### config.mk
export PLATFORM = sky130hd
export DESIGN_NAME = usph_div
export DESIGN_NICKNAME = d
export VERILOG_FILES = /design/src/rtl/usph_pkg.sv /design/src/rtl/usph_div.sv
export SDC_FILE = /design/constraint.sdc
export NUM_CORES = 1
export LEC_CHECK = 0
export BUFFER_PORTS_ARGS = -buffer_cell sky130_fd_sc_hd__buf_2
export CORE_MARGIN = 4
export CORE_UTILIZATION = 36
export DETAILED_ROUTE_END_ITERATION = 10
export GPL_ROUTABILITY_DRIVEN = 1
export MAX_ROUTING_LAYER = met4
export PLACE_DENSITY_LB_ADDON = 0.25
export SYNTH_ARGS = -nofsm -noshare
export SYNTH_HDL_FRONTEND = slang
export SYNTH_SLANG_ARGS = --single-unit
### constraint.sdc
create_clock -name clk -period 36.7 [get_ports clk]
set_clock_uncertainty 0.1 [all_clocks]
set_input_delay 7.34 -clock clk [delete_from_list [all_inputs] [get_ports clk]]
set_output_delay 7.34 -clock clk [all_outputs]
set_load 0.01 [all_outputs]
### src/rtl/usph_pkg.sv
// shared constants, types and tables of the uv sphere tessellator
package usph_pkg;

  localparam int MAX_SEGMENTS_DEF = 255;

  // long division: dividend width, quotient bits per stage, stage count
  localparam int DIV_NUM_W     = 40;
  localparam int DIV_PER_STAGE = 4;
  localparam int DIV_STAGES    = DIV_NUM_W / DIV_PER_STAGE;

  // cordic: micro-rotations, rotations per stage, stage count
  localparam int CORDIC_STEPS     = 20;
  localparam int CORDIC_PER_STAGE = 2;
  localparam int CORDIC_STAGES    = CORDIC_STEPS / CORDIC_PER_STAGE;
  localparam int CORDIC_W         = 33;
  localparam logic signed [CORDIC_W-1:0] CORDIC_START = 33'sd652032874;

  localparam int POS_STAGES = 4;
  localparam int POS_W      = 17;
  localparam int TEX_W      = 17;
  localparam int IDX_W      = 16;

  typedef enum logic [1:0] {
    CFG_RADIUS = 2'd0,
    CFG_RING   = 2'd1,
    CFG_COLUMN = 2'd2
  } cfg_idx_t;

  // per-item bookkeeping that rides along the pipeline
  typedef struct packed {
    logic [IDX_W-1:0] top_next;
    logic [IDX_W-1:0] top_here;
    logic [IDX_W-1:0] bot_here;
    logic [IDX_W-1:0] bot_next;
    logic             upper_ok;
    logic             lower_ok;
    logic             outside;
  } side_t;

  typedef struct packed {
    logic [TEX_W-1:0] u;
    logic [TEX_W-1:0] v;
  } tex_t;

  // arctangent of 2^-i in units of 2^-32 turn
  function automatic logic signed [CORDIC_W-1:0] atan_turn(input int i);
    logic signed [CORDIC_W-1:0] a;
    unique case (i)
      0:  a = 33'sd536870912;
      1:  a = 33'sd316933406;
      2:  a = 33'sd167458907;
      3:  a = 33'sd85004756;
      4:  a = 33'sd42667331;
      5:  a = 33'sd21354465;
      6:  a = 33'sd10679838;
      7:  a = 33'sd5340245;
      8:  a = 33'sd2670163;
      9:  a = 33'sd1335087;
      10: a = 33'sd667544;
      11: a = 33'sd333772;
      12: a = 33'sd166886;
      13: a = 33'sd83443;
      14: a = 33'sd41722;
      15: a = 33'sd20861;
      16: a = 33'sd10430;
      17: a = 33'sd5215;
      18: a = 33'sd2608;
      19: a = 33'sd1304;
      default: a = '0;
    endcase
    return a;
  endfunction

endpackage

### src/rtl/usph_div.sv
// pipelined restoring divider by an 8 bit divisor, four quotient bits per stage
module usph_div (
  input  logic                           clk,
  input  logic                           adv,
  input  logic [usph_pkg::DIV_NUM_W-1:0] num_i,
  input  logic [7:0]                     den_i,
  output logic [usph_pkg::DIV_NUM_W-1:0] quo_o
);
  import usph_pkg::*;

  // remainder and a shift word: dividend bits leave at the top, quotient enters below
  function automatic logic [8+DIV_NUM_W-1:0] div_step(input logic [7:0] rem_in,
                                                      input logic [DIV_NUM_W-1:0] sh_in,
                                                      input logic [7:0] den);
    logic [7:0]           rem;
    logic [DIV_NUM_W-1:0] sh;
    logic [8:0]           r2;
    rem = rem_in;
    sh  = sh_in;
    for (int j = 0; j < DIV_PER_STAGE; j++) begin
      r2 = {rem, sh[DIV_NUM_W-1]};
      sh = {sh[DIV_NUM_W-2:0], 1'b0};
      if (r2 >= {1'b0, den}) begin
        rem   = 8'(r2 - {1'b0, den});
        sh[0] = 1'b1;
      end else begin
        rem = r2[7:0];
      end
    end
    return {rem, sh};
  endfunction

  logic [7:0]           rem_r [DIV_STAGES];
  logic [DIV_NUM_W-1:0] sh_r  [DIV_STAGES];

  for (genvar s = 0; s < DIV_STAGES; s++) begin : g_stage
    logic [7:0]           rem_in;
    logic [DIV_NUM_W-1:0] sh_in;
    logic [8+DIV_NUM_W-1:0] step_nxt;
    if (s == 0) begin : g_first
      assign rem_in = '0;
      assign sh_in  = num_i;
    end else begin : g_rest
      assign rem_in = rem_r[s-1];
      assign sh_in  = sh_r[s-1];
    end
    assign step_nxt = div_step(rem_in, sh_in, den_i);
    always_ff @(posedge clk) begin
      if (adv) begin
        rem_r[s] <= step_nxt[8+DIV_NUM_W-1:DIV_NUM_W];
        sh_r[s]  <= step_nxt[DIV_NUM_W-1:0];
      end
    end
  end

  assign quo_o = sh_r[DIV_STAGES-1];

endmodule

==> out/qor.yml <==
status: "finished, final reports clean"
slowest_delay_ps: 1010
die-height_microns: 297
tightest_slew_ps: 1240
synth_top_area_share_pct: 47.0
grt_usage_pct: 15.9
worst_r2r_path_depth: 34
tritoncts: "done"
min_from: "sh_r[4][24]$_DFFE_PP_"
hold_class: "reg2reg"
cp_data_arrival_time_ps: 17850
vias: 20600
antenna_found_initial: 1
worst_path_most_repeated_cell: "o21ai_0"
synth_edf_count: 472
finalMaxSlewViolations: 0
clock_path_buffers: 3
path_clk_slew_ps: 60
fin_crit_ps: 17620
clock_sinks: 472
cts_buffers: 54
r2r-start: "rem_r[3][2]$_DFFE_PP_"
rsz0062_at_grt: "false"
syn_inst: 2638
core-area_sq_um: 82500
synth_area_leaders: "edfxtp_1 47%, ha_1 13%, xnor2_1 3.9%"
required_ps: 36930
grt_pass1_wl_microns: 112000
crit_slowest_cell: "nor3b_1"
syn_avg_cell_area_sq_um: 11.4
post_cts_buffers: 0
cts_htree_levels: 2
syn_nets: 3040
grt_max_degree: 91
gp_congestion: 0.893
cts-hold-fix-buffers: 0
vias_per_cell: 5.31
cp_max_fo: 24
areaGrowthSynthToFinish_pct: 12.0
yosysSeqAreaShare_pct: 47.0
maxCapViolCount: 0
synthArstFlopShare_pct: 0
fin_hold_ws_ps: 312
drive_gt1_share_pct: 11.4
cp-end-kind: "register"
antenna_left: 0
dieArea_sq_um: 88500
cts_root_buf: "clkbuf_16"
start_kind: "primary input"
hold_depth: 0
timing.fmax_mhz: 56.7
synth_area_sq_um: 30200
hpwl_microns: 48500
start_util_pct: 36.5
post-route-util_pct: 40.9
die_w_microns: 297
first_pass_iters: 5
synth_flop_cell: "edfxtp_1"
worst_skew_pair.late_latency_ps: 610
grt_overflow: 0
drcViolationCount: 0
min_to: "sh_r[5][28]$_DFFE_PP_"
synth-seq-cells: 472
regArea_sq_um: 14200
crit_type: "in2reg"
fillers: 7754
io_pins: 90
hold_violations: 0
slew_headroom_pct: 17.4
cts_resized: 0
tns_ps: 0
period_share_pct: 48.0
drt_iter0_drc: 1095
grt_pass1_vias: 21400
finalNetCount: 3167
yosys.area.top_type: "edfxtp_1"
r2r-end: "rem_r[4][7]$_DFFE_PP_"
port_buffers: 89
setup_viol: 0
routed_wirelength_microns: 69500
yosysWarnings: 0
num_rows: 105
synth_cell_type_count: 95
multi_input_area_sq_um: 15100
wl_per_cell_microns: 17.9
r2r_slack_ps: 26370
[how the worst max path moves through the flow]
stage / depth (start not counted) / start / slack, ps / end
2_1_floorplan: 42 / den_i[1] / 19670 / rem_r[5][3]$_DFFE_PP_
3_3_place_gp: 40 / den_i[6] / 18840 / rem_r[5][2]$_DFFE_PP_
3_5_place_dp: 41 / den_i[3] / 18660 / rem_r[4][7]$_DFFE_PP_
4_1_cts: 41 / den_i[3] / 19240 / rem_r[4][7]$_DFFE_PP_
5_1_grt: 41 / den_i[3] / 18040 / rem_r[4][4]$_DFFE_PP_
6_report: 38 / den_i[3] / 19080 / rem_r[4][7]$_DFFE_PP_
[per-layer routing]
layer / track usage, % / vias to the layer above / part of all wire (%)
met4: 5.12 / 0 / 2.9
met3: 2.26 / 142 / 3.8
met1: 19.7 / 9951 / 45
li1: - / 10100 / -
met2: 26.9 / 397 / 49
met5: - / - / 0
[cells by family (layout without fill, tap and decap cells)]
| logic type | count (synthesis) | after routing | share of synthesized area (%) |
|---|---|---|---|
| and+or+nand+nor | 634 | 634 | 10.6 |
| muxes | 115 | 115 | 4.19 |
| AOI/OAI and AO/OA | 639 | 639 | 13.9 |
| xor gates and xnor gates | 196 | 196 | 5.69 |
| buffers and inverters | 230 | 402 | 3.06 |
| other | 0 | 1 | 0 |
| adders and majority gates | 352 | 352 | 15.6 |
| DFF | 472 | 472 | 47.0 |
[worst max-delay path, delay by kind of cell]
family | cells | cell delay, ps
buffers and inverters | 4 | 970
adder cells (fa/ha/maj) | 4 | 1470
AND/OR/NAND/NOR | 9 | 3020
AO/OA/AOI/OAI | 20 | 4550
multiplexers | 1 | 480
[synthesized netlist by cell type (12+ instances only)]
library cell    n
fa_1           38
a21o_1         61
nand2_1       148
o221ai_1       13
clkbuf_1       20
o211ai_1       18
mux2i_1        44
o21a_1         35
xor2_1         63
nand4_1        37
nor3_1         37
a221o_1        17
nand2b_1       52
mux2_2         64
xnor2_1       133
edfxtp_1      472
or2_2          13
nor4_1         12
a21oi_1       161
o21bai_1       19
inv_1         185
nor2b_1        77
o21ai_1        16
o21ai_0       175
nor2_1        159
ha_1          314
nand3_1        38
[cell usage in the layout, fill, tap and decap left out, types with 12 or more instances in the layout]
| cell type | netlist | routed |
|---|---|---|
| edfxtp_1 | 472 | 472 |
| o21bai_1 | 19 | 19 |
| o21ai_1 | 16 | 16 |
| o21ai_0 | 175 | 175 |
| nand3_1 | 38 | 38 |
| fa_1 | 38 | 38 |
| ha_1 | 314 | 314 |
| inv_1 | 185 | 183 |
| o221ai_1 | 13 | 13 |
| nor2b_1 | 77 | 77 |
| mux2_2 | 64 | 64 |
| nand4_1 | 37 | 37 |
| mux2i_1 | 44 | 44 |
| buf_2 | 11 | 88 |
| xnor2_1 | 133 | 133 |
| a21o_1 | 61 | 61 |
| nor2_1 | 159 | 159 |
| xor2_1 | 63 | 63 |
| nand2b_1 | 52 | 52 |
| o21a_1 | 35 | 35 |
| a21oi_1 | 161 | 161 |
| a221o_1 | 17 | 17 |
| nand2_1 | 148 | 148 |
| o211ai_1 | 18 | 18 |
| nor4_1 | 12 | 12 |
| buf_4 | 2 | 19 |
| or2_2 | 13 | 13 |
| clkbuf_16 | 0 | 57 |
| nor3_1 | 37 | 37 |
[per-stage QoR]
| step | std cells | cell area [sq um] | setup slack, ps |
|---|---|---|---|
| after floorplan | 2638 | 30200 | 19670 |
| after global placement | 3779 | 31900 | 18840 |
| after global routing | 3881 | 33800 | 18040 |
| final | 3881 | 33800 | 19080 |
| after detailed placement | 3779 | 31900 | 18660 |
| after CTS | 3880 | 33800 | 19240 |
[cell type report]
cell class	instances	area share [%]
clock buffer	66	4.32
inverter	191	2.13
multi-input combinational	1936	44.6
tap	1070	3.96
sequential	472	42.0
timing repair buffer	110	1.89
antenna	1	0.00741
clock inverter	35	1.12
[state kept, by name, indices dropped and copies added, names as in the netlist]
register  cells
rem_r        72
sh_r        400
Power is left out: the tool's default activity adds up to more than one toggle a clock period on the data nets, which glitch-free logic cannot reach.
